## src/lpht_pkg.sv

```systemverilog
// shared types, widths and codes for the linear probing hash table
`timescale 1ns / 1ps

package lpht_pkg;

    // field widths
    localparam int KEY_W   = 40;
    localparam int PAY_W   = 32;
    localparam int CMD_W   = 2;
    localparam int STAT_W  = 2;
    localparam int SLOT_W  = 4;
    localparam int CNT_W   = 5;

    // default table depth
    localparam int TABLE_SIZE_DEF = 16;

    // key digits handled by the remainder unit, one per cycle
    localparam int DIGIT_W = 4;
    localparam int DIGITS  = KEY_W / DIGIT_W;

    // command codes
    localparam logic [CMD_W-1:0] CMD_INSERT = 2'd0;
    localparam logic [CMD_W-1:0] CMD_SEARCH = 2'd1;
    localparam logic [CMD_W-1:0] CMD_DELETE = 2'd2;

    // status codes
    localparam logic [STAT_W-1:0] ST_OK        = 2'd0;
    localparam logic [STAT_W-1:0] ST_NOT_FOUND = 2'd1;
    localparam logic [STAT_W-1:0] ST_FULL      = 2'd2;
    localparam logic [STAT_W-1:0] ST_ZERO_KEY  = 2'd3;

endpackage

```

## src/lpht_ram.sv

```systemverilog
// generic simple dual port ram with registered read
`timescale 1ns / 1ps

module lpht_ram #(
    parameter int WIDTH = 32,
    parameter int DEPTH = 16
) (
    input  logic                     i_clk,
    input  logic                     i_we,
    input  logic [$clog2(DEPTH)-1:0] i_waddr,
    input  logic [WIDTH-1:0]         i_wdata,
    input  logic [$clog2(DEPTH)-1:0] i_raddr,
    output logic [WIDTH-1:0]         o_rdata
);

    logic [WIDTH-1:0] r_mem [DEPTH];
    logic [WIDTH-1:0] r_rdata;

    // write port and registered read port
    always_ff @(posedge i_clk) begin
        if (i_we) begin
            r_mem[i_waddr] <= i_wdata;
        end
        r_rdata <= r_mem[i_raddr];
    end

    assign o_rdata = r_rdata;

endmodule

```

## src/lpht_mod.sv

```systemverilog
// iterative key remainder unit, one key digit per cycle
`timescale 1ns / 1ps

module lpht_mod #(
    parameter int TABLE_SIZE = lpht_pkg::TABLE_SIZE_DEF
) (
    input  logic                          i_clk,
    input  logic                          i_rst_n,
    input  logic                          i_start,
    input  logic [lpht_pkg::KEY_W-1:0]    i_key,
    output logic                          o_busy,
    output logic [$clog2(TABLE_SIZE)-1:0] o_rem
);

    import lpht_pkg::*;

    localparam int IDXW = $clog2(TABLE_SIZE);
    localparam int RW   = IDXW + DIGIT_W + 1;
    localparam int DCW  = $clog2(DIGITS + 1);
    localparam logic [RW-1:0] DIV = RW'(TABLE_SIZE);

    logic [KEY_W-1:0] r_key;
    logic [RW-1:0]    r_rem;
    logic [DCW-1:0]   r_left;
    logic             r_busy;
    logic [RW-1:0]    n_rem;

    // shift in the next digit and bring the remainder back below the divisor
    always_comb begin
        logic [RW-1:0] v;
        v = {r_rem[RW-DIGIT_W-1:0], r_key[KEY_W-1 -: DIGIT_W]};
        for (int j = DIGIT_W - 1; j >= 0; j--) begin
            if (v >= (DIV << j)) begin
                v = v - (DIV << j);
            end
        end
        n_rem = v;
    end

    // digit sequencer
    always_ff @(posedge i_clk) begin
        if (!i_rst_n) begin
            r_busy <= 1'b0;
            r_left <= '0;
        end else if (i_start) begin
            r_busy <= 1'b1;
            r_left <= DCW'(DIGITS);
            r_key  <= i_key;
            r_rem  <= '0;
        end else if (r_busy) begin
            r_rem  <= n_rem;
            r_key  <= r_key << DIGIT_W;
            r_left <= r_left - 1'b1;
            if (r_left == DCW'(1)) begin
                r_busy <= 1'b0;
            end
        end
    end

    assign o_busy = r_busy;
    assign o_rem  = r_rem[IDXW-1:0];

endmodule

```

## src/linear_probe_hash_table.sv

```systemverilog
// linear probing hash table top level: command sequencer, key and payload stores
// sequence: the remainder unit finds the home slot, then each slot probed is read and then checked;
//   search, delete and insert each probe at most TABLE_SIZE slots
// throughput: one item at a time; a new command is accepted only in the idle state
// reset: synchronous, active low; afterwards a clearing pass over every slot
//   empties the key store while no item is accepted
`timescale 1ns / 1ps

module linear_probe_hash_table #(
    parameter int TABLE_SIZE = lpht_pkg::TABLE_SIZE_DEF
) (
    input  logic                        i_clk,
    input  logic                        i_rst_n,
    // configuration
    input  logic                        i_cfg_wr_en,
    input  logic                        i_cfg_wr_data,
    // command channel
    input  logic                        i_in_valid,
    output logic                        o_in_stall,
    input  logic [lpht_pkg::CMD_W-1:0]  i_cmd,
    input  logic [lpht_pkg::KEY_W-1:0]  i_lookup_key,
    input  logic [lpht_pkg::PAY_W-1:0]  i_record_payload,
    // result channel
    output logic                        o_out_valid,
    input  logic                        i_out_stall,
    output logic [lpht_pkg::STAT_W-1:0] o_status,
    output logic [lpht_pkg::SLOT_W-1:0] o_slot_index,
    output logic [lpht_pkg::CNT_W-1:0]  o_probe_count,
    output logic [lpht_pkg::PAY_W-1:0]  o_found_payload
);

    import lpht_pkg::*;

    localparam int IDXW = $clog2(TABLE_SIZE);
    localparam int CW   = $clog2(TABLE_SIZE + 1);

    typedef enum logic [3:0] {
        S_CLR,
        S_IDLE,
        S_MOD,
        S_HOME_RD,
        S_HOME_CHK,
        S_OCC_MOD,
        S_FREE_RD,
        S_FREE_CHK,
        S_WR_NEW,
        S_FIND_RD,
        S_FIND_CHK,
        S_DONE
    } t_state;

    t_state            r_state;
    logic              r_replace_mode;
    logic [CMD_W-1:0]  r_cmd;
    logic [KEY_W-1:0]  r_key;
    logic [PAY_W-1:0]  r_pay;
    logic [KEY_W-1:0]  r_occ_key;
    logic [PAY_W-1:0]  r_occ_pay;
    logic              r_displace;
    logic [IDXW-1:0]   r_home;
    logic [IDXW-1:0]   r_ptr;
    logic [CW-1:0]     r_cnt;
    logic [STAT_W-1:0] r_res_status;
    logic [IDXW-1:0]   r_res_slot;
    logic [PAY_W-1:0]  r_res_pay;

    logic              r_out_valid;
    logic [STAT_W-1:0] r_out_status;
    logic [SLOT_W-1:0] r_out_slot;
    logic [CNT_W-1:0]  r_out_cnt;
    logic [PAY_W-1:0]  r_out_pay;

    logic              in_accept;
    logic              out_free;
    logic              cmd_known;
    logic              mod_start;
    logic [KEY_W-1:0]  mod_key;
    logic              mod_busy;
    logic [IDXW-1:0]   mod_rem;
    logic              key_we;
    logic              pay_we;
    logic [IDXW-1:0]   waddr;
    logic [KEY_W-1:0]  key_wdata;
    logic [PAY_W-1:0]  pay_wdata;
    logic [KEY_W-1:0]  key_rd;
    logic [PAY_W-1:0]  pay_rd;
    logic [CW-1:0]     n_cnt;
    logic [IDXW-1:0]   n_ptr;
    logic [CW+4:0]     cnt_wide;

    // next slot, wrapping round the table
    function automatic logic [IDXW-1:0] next_slot(input logic [IDXW-1:0] s);
        return (s == IDXW'(TABLE_SIZE - 1)) ? '0 : s + 1'b1;
    endfunction

    assign in_accept = i_in_valid && (r_state == S_IDLE);
    assign out_free  = !r_out_valid || !i_out_stall;
    assign cmd_known = (i_cmd == CMD_INSERT) || (i_cmd == CMD_SEARCH)
                    || (i_cmd == CMD_DELETE);
    assign n_cnt     = r_cnt + 1'b1;
    assign n_ptr     = next_slot(r_ptr);
    assign cnt_wide  = (CW + 5)'(r_cnt);

    // shared remainder unit for home slots
    lpht_mod #(
        .TABLE_SIZE (TABLE_SIZE)
    ) u_mod (
        .i_clk   (i_clk),
        .i_rst_n (i_rst_n),
        .i_start (mod_start),
        .i_key   (mod_key),
        .o_busy  (mod_busy),
        .o_rem   (mod_rem)
    );

    // key store, emptied by the clearing pass
    lpht_ram #(
        .WIDTH (KEY_W),
        .DEPTH (TABLE_SIZE)
    ) u_key_ram (
        .i_clk   (i_clk),
        .i_we    (key_we),
        .i_waddr (waddr),
        .i_wdata (key_wdata),
        .i_raddr (r_ptr),
        .o_rdata (key_rd)
    );

    // payload store, read at the same slot as the key store
    lpht_ram #(
        .WIDTH (PAY_W),
        .DEPTH (TABLE_SIZE)
    ) u_pay_ram (
        .i_clk   (i_clk),
        .i_we    (pay_we),
        .i_waddr (waddr),
        .i_wdata (pay_wdata),
        .i_raddr (r_ptr),
        .o_rdata (pay_rd)
    );

    // store writes and remainder unit starts
    always_comb begin
        mod_start = 1'b0;
        mod_key   = i_lookup_key;
        key_we    = 1'b0;
        pay_we    = 1'b0;
        waddr     = r_ptr;
        key_wdata = r_key;
        pay_wdata = r_pay;
        unique case (r_state)
            S_CLR: begin
                key_we    = 1'b1;
                key_wdata = '0;
            end
            S_IDLE: begin
                if (i_in_valid && (i_lookup_key != '0) && cmd_known) begin
                    mod_start = 1'b1;
                end
            end
            S_HOME_CHK: begin
                if (key_rd == '0) begin
                    key_we = 1'b1;
                    pay_we = 1'b1;
                end else if (r_replace_mode) begin
                    mod_start = 1'b1;
                    mod_key   = key_rd;
                end
            end
            S_FREE_CHK: begin
                if (key_rd == '0) begin
                    key_we = 1'b1;
                    pay_we = 1'b1;
                    if (r_displace) begin
                        key_wdata = r_occ_key;
                        pay_wdata = r_occ_pay;
                    end
                end
            end
            S_WR_NEW: begin
                key_we = 1'b1;
                pay_we = 1'b1;
                waddr  = r_home;
            end
            S_FIND_CHK: begin
                if ((key_rd == r_key) && (r_cmd == CMD_DELETE)) begin
                    key_we    = 1'b1;
                    key_wdata = '0;
                end
            end
            default: begin
            end
        endcase
    end

    // mode register
    always_ff @(posedge i_clk) begin
        if (!i_rst_n) begin
            r_replace_mode <= 1'b0;
        end else if (i_cfg_wr_en) begin
            r_replace_mode <= i_cfg_wr_data;
        end
    end

    // command sequencer and result register
    always_ff @(posedge i_clk) begin
        if (!i_rst_n) begin
            r_state     <= S_CLR;
            r_ptr       <= '0;
            r_out_valid <= 1'b0;
        end else begin
            // result taken; a fresh one from the done state refills it instead
            if (r_out_valid && !i_out_stall && (r_state != S_DONE)) begin
                r_out_valid <= 1'b0;
            end
            unique case (r_state)
                S_CLR: begin
                    r_ptr <= n_ptr;
                    if (r_ptr == IDXW'(TABLE_SIZE - 1)) begin
                        r_state <= S_IDLE;
                    end
                end
                S_IDLE: begin
                    if (in_accept) begin
                        r_cmd        <= i_cmd;
                        r_key        <= i_lookup_key;
                        r_pay        <= i_record_payload;
                        r_cnt        <= '0;
                        r_res_slot   <= '0;
                        r_res_pay    <= '0;
                        if (i_lookup_key == '0) begin
                            r_res_status <= ST_ZERO_KEY;
                            r_state      <= S_DONE;
                        end else if (!cmd_known) begin
                            r_res_status <= ST_NOT_FOUND;
                            r_state      <= S_DONE;
                        end else begin
                            r_res_status <= ST_OK;
                            r_state      <= S_MOD;
                        end
                    end
                end
                S_MOD: begin
                    if (!mod_busy) begin
                        r_home  <= mod_rem;
                        r_ptr   <= mod_rem;
                        r_state <= (r_cmd == CMD_INSERT) ? S_HOME_RD : S_FIND_RD;
                    end
                end
                S_HOME_RD: begin
                    r_state <= S_HOME_CHK;
                end
                S_HOME_CHK: begin
                    r_cnt <= CW'(1);
                    if (key_rd == '0) begin
                        r_res_slot <= r_ptr;
                        r_state    <= S_DONE;
                    end else if (r_replace_mode) begin
                        r_occ_key <= key_rd;
                        r_occ_pay <= pay_rd;
                        r_state   <= S_OCC_MOD;
                    end else begin
                        r_displace <= 1'b0;
                        r_ptr      <= n_ptr;
                        r_state    <= S_FREE_RD;
                    end
                end
                S_OCC_MOD: begin
                    if (!mod_busy) begin
                        r_displace <= (mod_rem != r_home);
                        r_ptr      <= n_ptr;
                        r_state    <= S_FREE_RD;
                    end
                end
                S_FREE_RD: begin
                    r_state <= S_FREE_CHK;
                end
                S_FREE_CHK: begin
                    r_cnt <= n_cnt;
                    if (key_rd == '0) begin
                        r_res_slot <= r_displace ? r_home : r_ptr;
                        r_state    <= r_displace ? S_WR_NEW : S_DONE;
                    end else if (n_ptr == r_home) begin
                        r_res_status <= ST_FULL;
                        r_state      <= S_DONE;
                    end else begin
                        r_ptr   <= n_ptr;
                        r_state <= S_FREE_RD;
                    end
                end
                S_WR_NEW: begin
                    r_state <= S_DONE;
                end
                S_FIND_RD: begin
                    r_state <= S_FIND_CHK;
                end
                S_FIND_CHK: begin
                    r_cnt <= n_cnt;
                    if (key_rd == r_key) begin
                        r_res_slot <= r_ptr;
                        if (r_cmd == CMD_SEARCH) begin
                            r_res_pay <= pay_rd;
                        end
                        r_state <= S_DONE;
                    end else if (n_cnt == CW'(TABLE_SIZE)) begin
                        r_res_status <= ST_NOT_FOUND;
                        r_state      <= S_DONE;
                    end else begin
                        r_ptr   <= n_ptr;
                        r_state <= S_FIND_RD;
                    end
                end
                S_DONE: begin
                    if (out_free) begin
                        r_out_valid  <= 1'b1;
                        r_out_status <= r_res_status;
                        r_out_slot   <= SLOT_W'(r_res_slot);
                        r_out_cnt    <= (cnt_wide > (CW + 5)'(31)) ? CNT_W'(31)
                                                                   : CNT_W'(cnt_wide);
                        r_out_pay    <= r_res_pay;
                        r_state      <= S_IDLE;
                    end
                end
                default: begin
                    r_state <= S_IDLE;
                end
            endcase
        end
    end

    assign o_in_stall      = (r_state != S_IDLE);
    assign o_out_valid     = r_out_valid;
    assign o_status        = r_out_status;
    assign o_slot_index    = r_out_slot;
    assign o_probe_count   = r_out_cnt;
    assign o_found_payload = r_out_pay;

endmodule
```

## config.mk

```make
export PLATFORM = sky130hd
export DESIGN_NAME = linear_probe_hash_table
export DESIGN_NICKNAME = d
export VERILOG_FILES = /design/src/lpht_pkg.sv /design/src/lpht_ram.sv /design/src/lpht_mod.sv /design/src/linear_probe_hash_table.sv
export SDC_FILE = /design/constraint.sdc
export NUM_CORES = 2
export LEC_CHECK = 0
export BUFFER_PORTS_ARGS = -buffer_cell sky130_fd_sc_hd__buf_2
export CAP_MARGIN = 20
export CORE_MARGIN = 1.5
export CORE_UTILIZATION = 50
export DETAILED_ROUTE_END_ITERATION = 10
export GPL_ROUTABILITY_DRIVEN = 0
export PLACE_DENSITY = 0.67
export SKIP_CTS_REPAIR_TIMING = 1
export SYNTH_ARGS = -nofsm -noshare
export SYNTH_HDL_FRONTEND = slang
export SYNTH_SLANG_ARGS = --single-unit
```

## constraint.sdc

```tcl
create_clock -name i_clk -period 12.66 [get_ports i_clk]
set_clock_uncertainty 0.05 [all_clocks]
set_input_delay 0.633 -clock i_clk [delete_from_list [all_inputs] [get_ports i_clk]]
set_output_delay 0.633 -clock i_clk [all_outputs]
set_load 0.005 [all_outputs]
```

==> flow_metrics.py <==
metrics = {
    "sta": {
        "finalWorstSetupSlack_ps": 8240,
        "tightest_slew_ps": 1080,
        "maxSlewViolCount": 0,
        "tns_ps": 0,
        "rsz0062_at_grt": "false",
        "finalCritPeriodShare": 0.349,
        "hold_violations": 0,
        "fin_crit_ps": 4420,
        "setup_viol": 0,
        "fmaxAchievable_mhz": 226,
        "relSlewSlack": 0.280,
        "whs_ps": 21.2,
    },
    "placement": {
        "io_buffers": 124,
        "pre_cts_slack_ps": 7880,
        "hpwl_mm": 73.8,
    },
    "route": {
        "first_pass_iters": 6,
        "antenna_left": 0,
        "drc": 0,
        "vias": 27500,
        "wl_per_cell_um": 29.7,
        "wirelength_mm": 133,
        "dr.first_iter.drc_count": 3872,
        "post_drt_via_cell_ratio": 6.17,
    },
    "setup_path": {
        "max_stage_delay_ps": 720,
        "endpoint_kind": "flip-flop",
        "cpMaxStageDelayCell": "buf_4",
        "worst-path-buf-inv": 2,
        "crit_cells": 8,
        "crit_family": "simple AND/OR/NAND/NOR gates",
        "crit_start": "u_key_ram.o_rdata[10]$_DFF_P_",
        "worstPathCellList": "nor4_1 -> and4_1 -> and3_4 -> and2_4 -> buf_4 -> o22ai_4 -> buf_4 -> a22o_1",
        "cp_common_cell": "buf_4",
        "cp-start-kind": "flip-flop",
        "worstSetupEndpoint": "u_key_ram.r_mem[5][18]$_DFFE_PP_",
        "rrSetupSlack_ps": 8240,
        "reg2reg_to": "u_key_ram.r_mem[5][18]$_DFFE_PP_",
        "critPathKind": "flip-flop to flip-flop",
        "cp_data_required_time_ps": 13030,
        "crit_arrival_ps": 4800,
        "cp_max_fo": 40,
        "rr_worst_depth": 8,
        "r2r_start": "u_key_ram.o_rdata[10]$_DFF_P_",
    },
    "synth": {
        "syn_nets": 2672,
        "synth_cells": 2586,
        "synth_ff_type": "edfxtp_1",
        "ys_seq_area_frac": 0.779,
        "ys_warn_count": 0,
        "synth_area_leaders": "edfxtp_1 75%, mux4_2 14%, dfxtp_1 3.0%, xor2_1 0.73%, mux2i_1 0.71%",
        "synth_common_cells": "1433 x edfxtp_1, 360 x mux4_2, 87 x dfxtp_1",
        "ys_ff_latch": 1520,
        "netlist.area_leader.share": 0.749,
        "synth-edff-count": 1433,
        "synth_area_sq_mm": 0.0574,
        "synth.distinct_cells": 67,
        "async_reset_ff_frac": 0,
        "syn_avg_cell_area_sq_um": 22.2,
        "yosysMostFrequentCell": "edfxtp_1",
        "synth_top_cell_by_area": "edfxtp_1",
    },
    "status": {
        "status": "completed",
    },
    "clock_tree": {
        "htreeDepth": 4,
        "cts_tree": "built",
        "clk_pin_slew_ps": 60,
        "clock-root-buffer": "clkbuf_16",
        "clock_latency_ps": 770,
        "clk_path_buf_depth": 3,
        "clock_sinks": 1520,
        "cts_buffers": 153,
    },
    "finish": {
        "register_area_sq_mm": 0.0448,
        "n_fill_cell": 8164,
        "multi_input_area_sq_mm": 0.0122,
        "fin_nets": 2906,
        "syn_to_final_growth_pct": 14.3,
        "layout-drive-gt1-share": 0.289,
        "utilization": 0.575,
    },
    "floorplanning": {
        "coreArea_sq_mm": 0.114,
        "start_util": 0.503,
        "dieArea_sq_mm": 0.117,
        "die_h_um": 342,
        "die_width_um": 342,
        "ios": 125,
        "row_count": 124,
    },
    "pwr": {
        "total_power_mw": 12.1,
        "power_leakage_nw": 21.1,
        "ir_worst_vdd_mv": 0.129,
        "powerDensity_mw_per_mm2": 185,
    },
    "global_routing": {
        "grt_max_degree": 98,
        "antenna_found_initial": 8,
        "grt_pass1_vias": 27800,
        "track_usage": 0.229,
        "gr-total-overflow": 0,
        "grt_pass1_wl_mm": 192,
    },
    "worst_hold_path": {
        "hold_start": "i_record_payload[31]",
        "min_path_type": "primary input to flip-flop",
    },
    "job": {
        "maxCapViolations": 0,
    },
}
cells by family (layout without fill, tap and decap cells):
| logic type | after synthesis | after routing | share of synthesized area |
|---|---|---|---|
| adders and majority gates | 6 | 6 | 0.00131 |
| DFF | 1520 | 1520 | 0.779 |
| other | 0 | 1 | 0 |
| AOI/OAI and AO/OA | 160 | 160 | 0.0192 |
| xor gates and xnor gates | 57 | 57 | 0.00869 |
| muxes | 433 | 433 | 0.155 |
| buffers and inverters | 154 | 517 | 0.0124 |
| and+or+nand+nor | 256 | 256 | 0.0244 |
cell type report:
class                      instances  area share
inverter                          18     0.00103
tap                             1512      0.0288
antenna                            1   0.0000381
multi-input combinational        912       0.186
timing repair buffer             215      0.0256
clock inverter                    78      0.0133
sequential                      1520       0.682
clock buffer                     206      0.0632
registers in the layout, indices dropped and copies added (netlist names), 5 cells and up:
register and cells:
r_res_pay 32, r_occ_key 40, u_key_ram.o_rdata 40, r_key 40, u_key_ram.r_mem 640, r_cnt 5
u_pay_ram.o_rdata 32, u_pay_ram.r_mem 512, r_pay 32, r_occ_pay 32, o_probe_count 5, u_mod.r_key 40
o_found_payload 32
how the worst min path moves through the flow:
stage                               endpoint  slack, ps  cells past startpoint
6_report                 r_pay[31]$_DFFE_PP_         20                      1
5_1_grt                  r_pay[23]$_DFFE_PP_          4                      1
4_1_cts                  r_pay[18]$_DFFE_PP_        -50                      1
3_5_place_dp    o_found_payload[0]$_DFFE_PP_        360                      0
3_3_place_gp   o_found_payload[10]$_DFFE_PP_        350                      0
2_1_floorplan         r_occ_pay[0]$_DFFE_PP_        350                      0
layer usage:
| metal | wire [um] | part of all wire | vias to the layer above | global-route usage |
|---|---|---|---|---|
| li1 | - | - | 11300 | - |
| met1 | 54100 | 0.41 | 14700 | 0.326 |
| met2 | 64800 | 0.49 | 1317 | 0.366 |
| met3 | 10800 | 0.081 | 219 | 0.0438 |
| met4 | 2780 | 0.021 | 12 | 0.0607 |
| met5 | 70 | 0.00053 | - | 0 |
worst register-to-register path, stage by stage, from the launching register on:
cell,delay [ps]
dfxtp_1,350
nor4_1,530
and4_1,500
and3_4,280
and2_4,600
buf_4,760
o22ai_4,150
buf_4,370
a22o_1,490
where the power goes:
part,switching [mW],total [mW],internal (mW)
registers,0.218,6.11,5.90
logic,0.842,1.56,0.718
clock network,1.87,4.47,2.61
total,2.93,12.1,9.22
metrics by stage:
| step | instances | cell area, sq um |
|---|---|---|
| after floorplan | 2586 | 57400 |
| after global routing | 4462 | 65700 |
| after CTS | 4432 | 65400 |
| final | 4462 | 65700 |
| after global placement | 4130 | 59900 |
| after detailed placement | 4148 | 60300 |
layout by cell type, fill, tap and decap left out, types with 13 or more instances in the layout:
master | netlist | final
clkbuf_16 | 0 | 155
clkinv_1 | 0 | 24
clkbuf_1 | 68 | 43
mux4_2 | 360 | 360
dlygate4sd3_1 | 0 | 27
a22o_1 | 45 | 45
bufinv_16 | 0 | 14
buf_4 | 3 | 43
buf_12 | 0 | 15
nand2_1 | 25 | 25
buf_2 | 47 | 124
mux2i_1 | 41 | 41
nor4_1 | 32 | 32
clkinv_2 | 0 | 23
xor2_1 | 48 | 48
o21ai_0 | 13 | 13
nor3_2 | 0 | 16
nor2_4 | 1 | 18
edfxtp_1 | 1433 | 1433
dfxtp_1 | 87 | 83
and2_1 | 36 | 36
inv_1 | 18 | 18
nor2_1 | 76 | 59
mux2_2 | 32 | 32
a21oi_1 | 60 | 58
No activity file was read; power rests on OpenSTA's default activity.
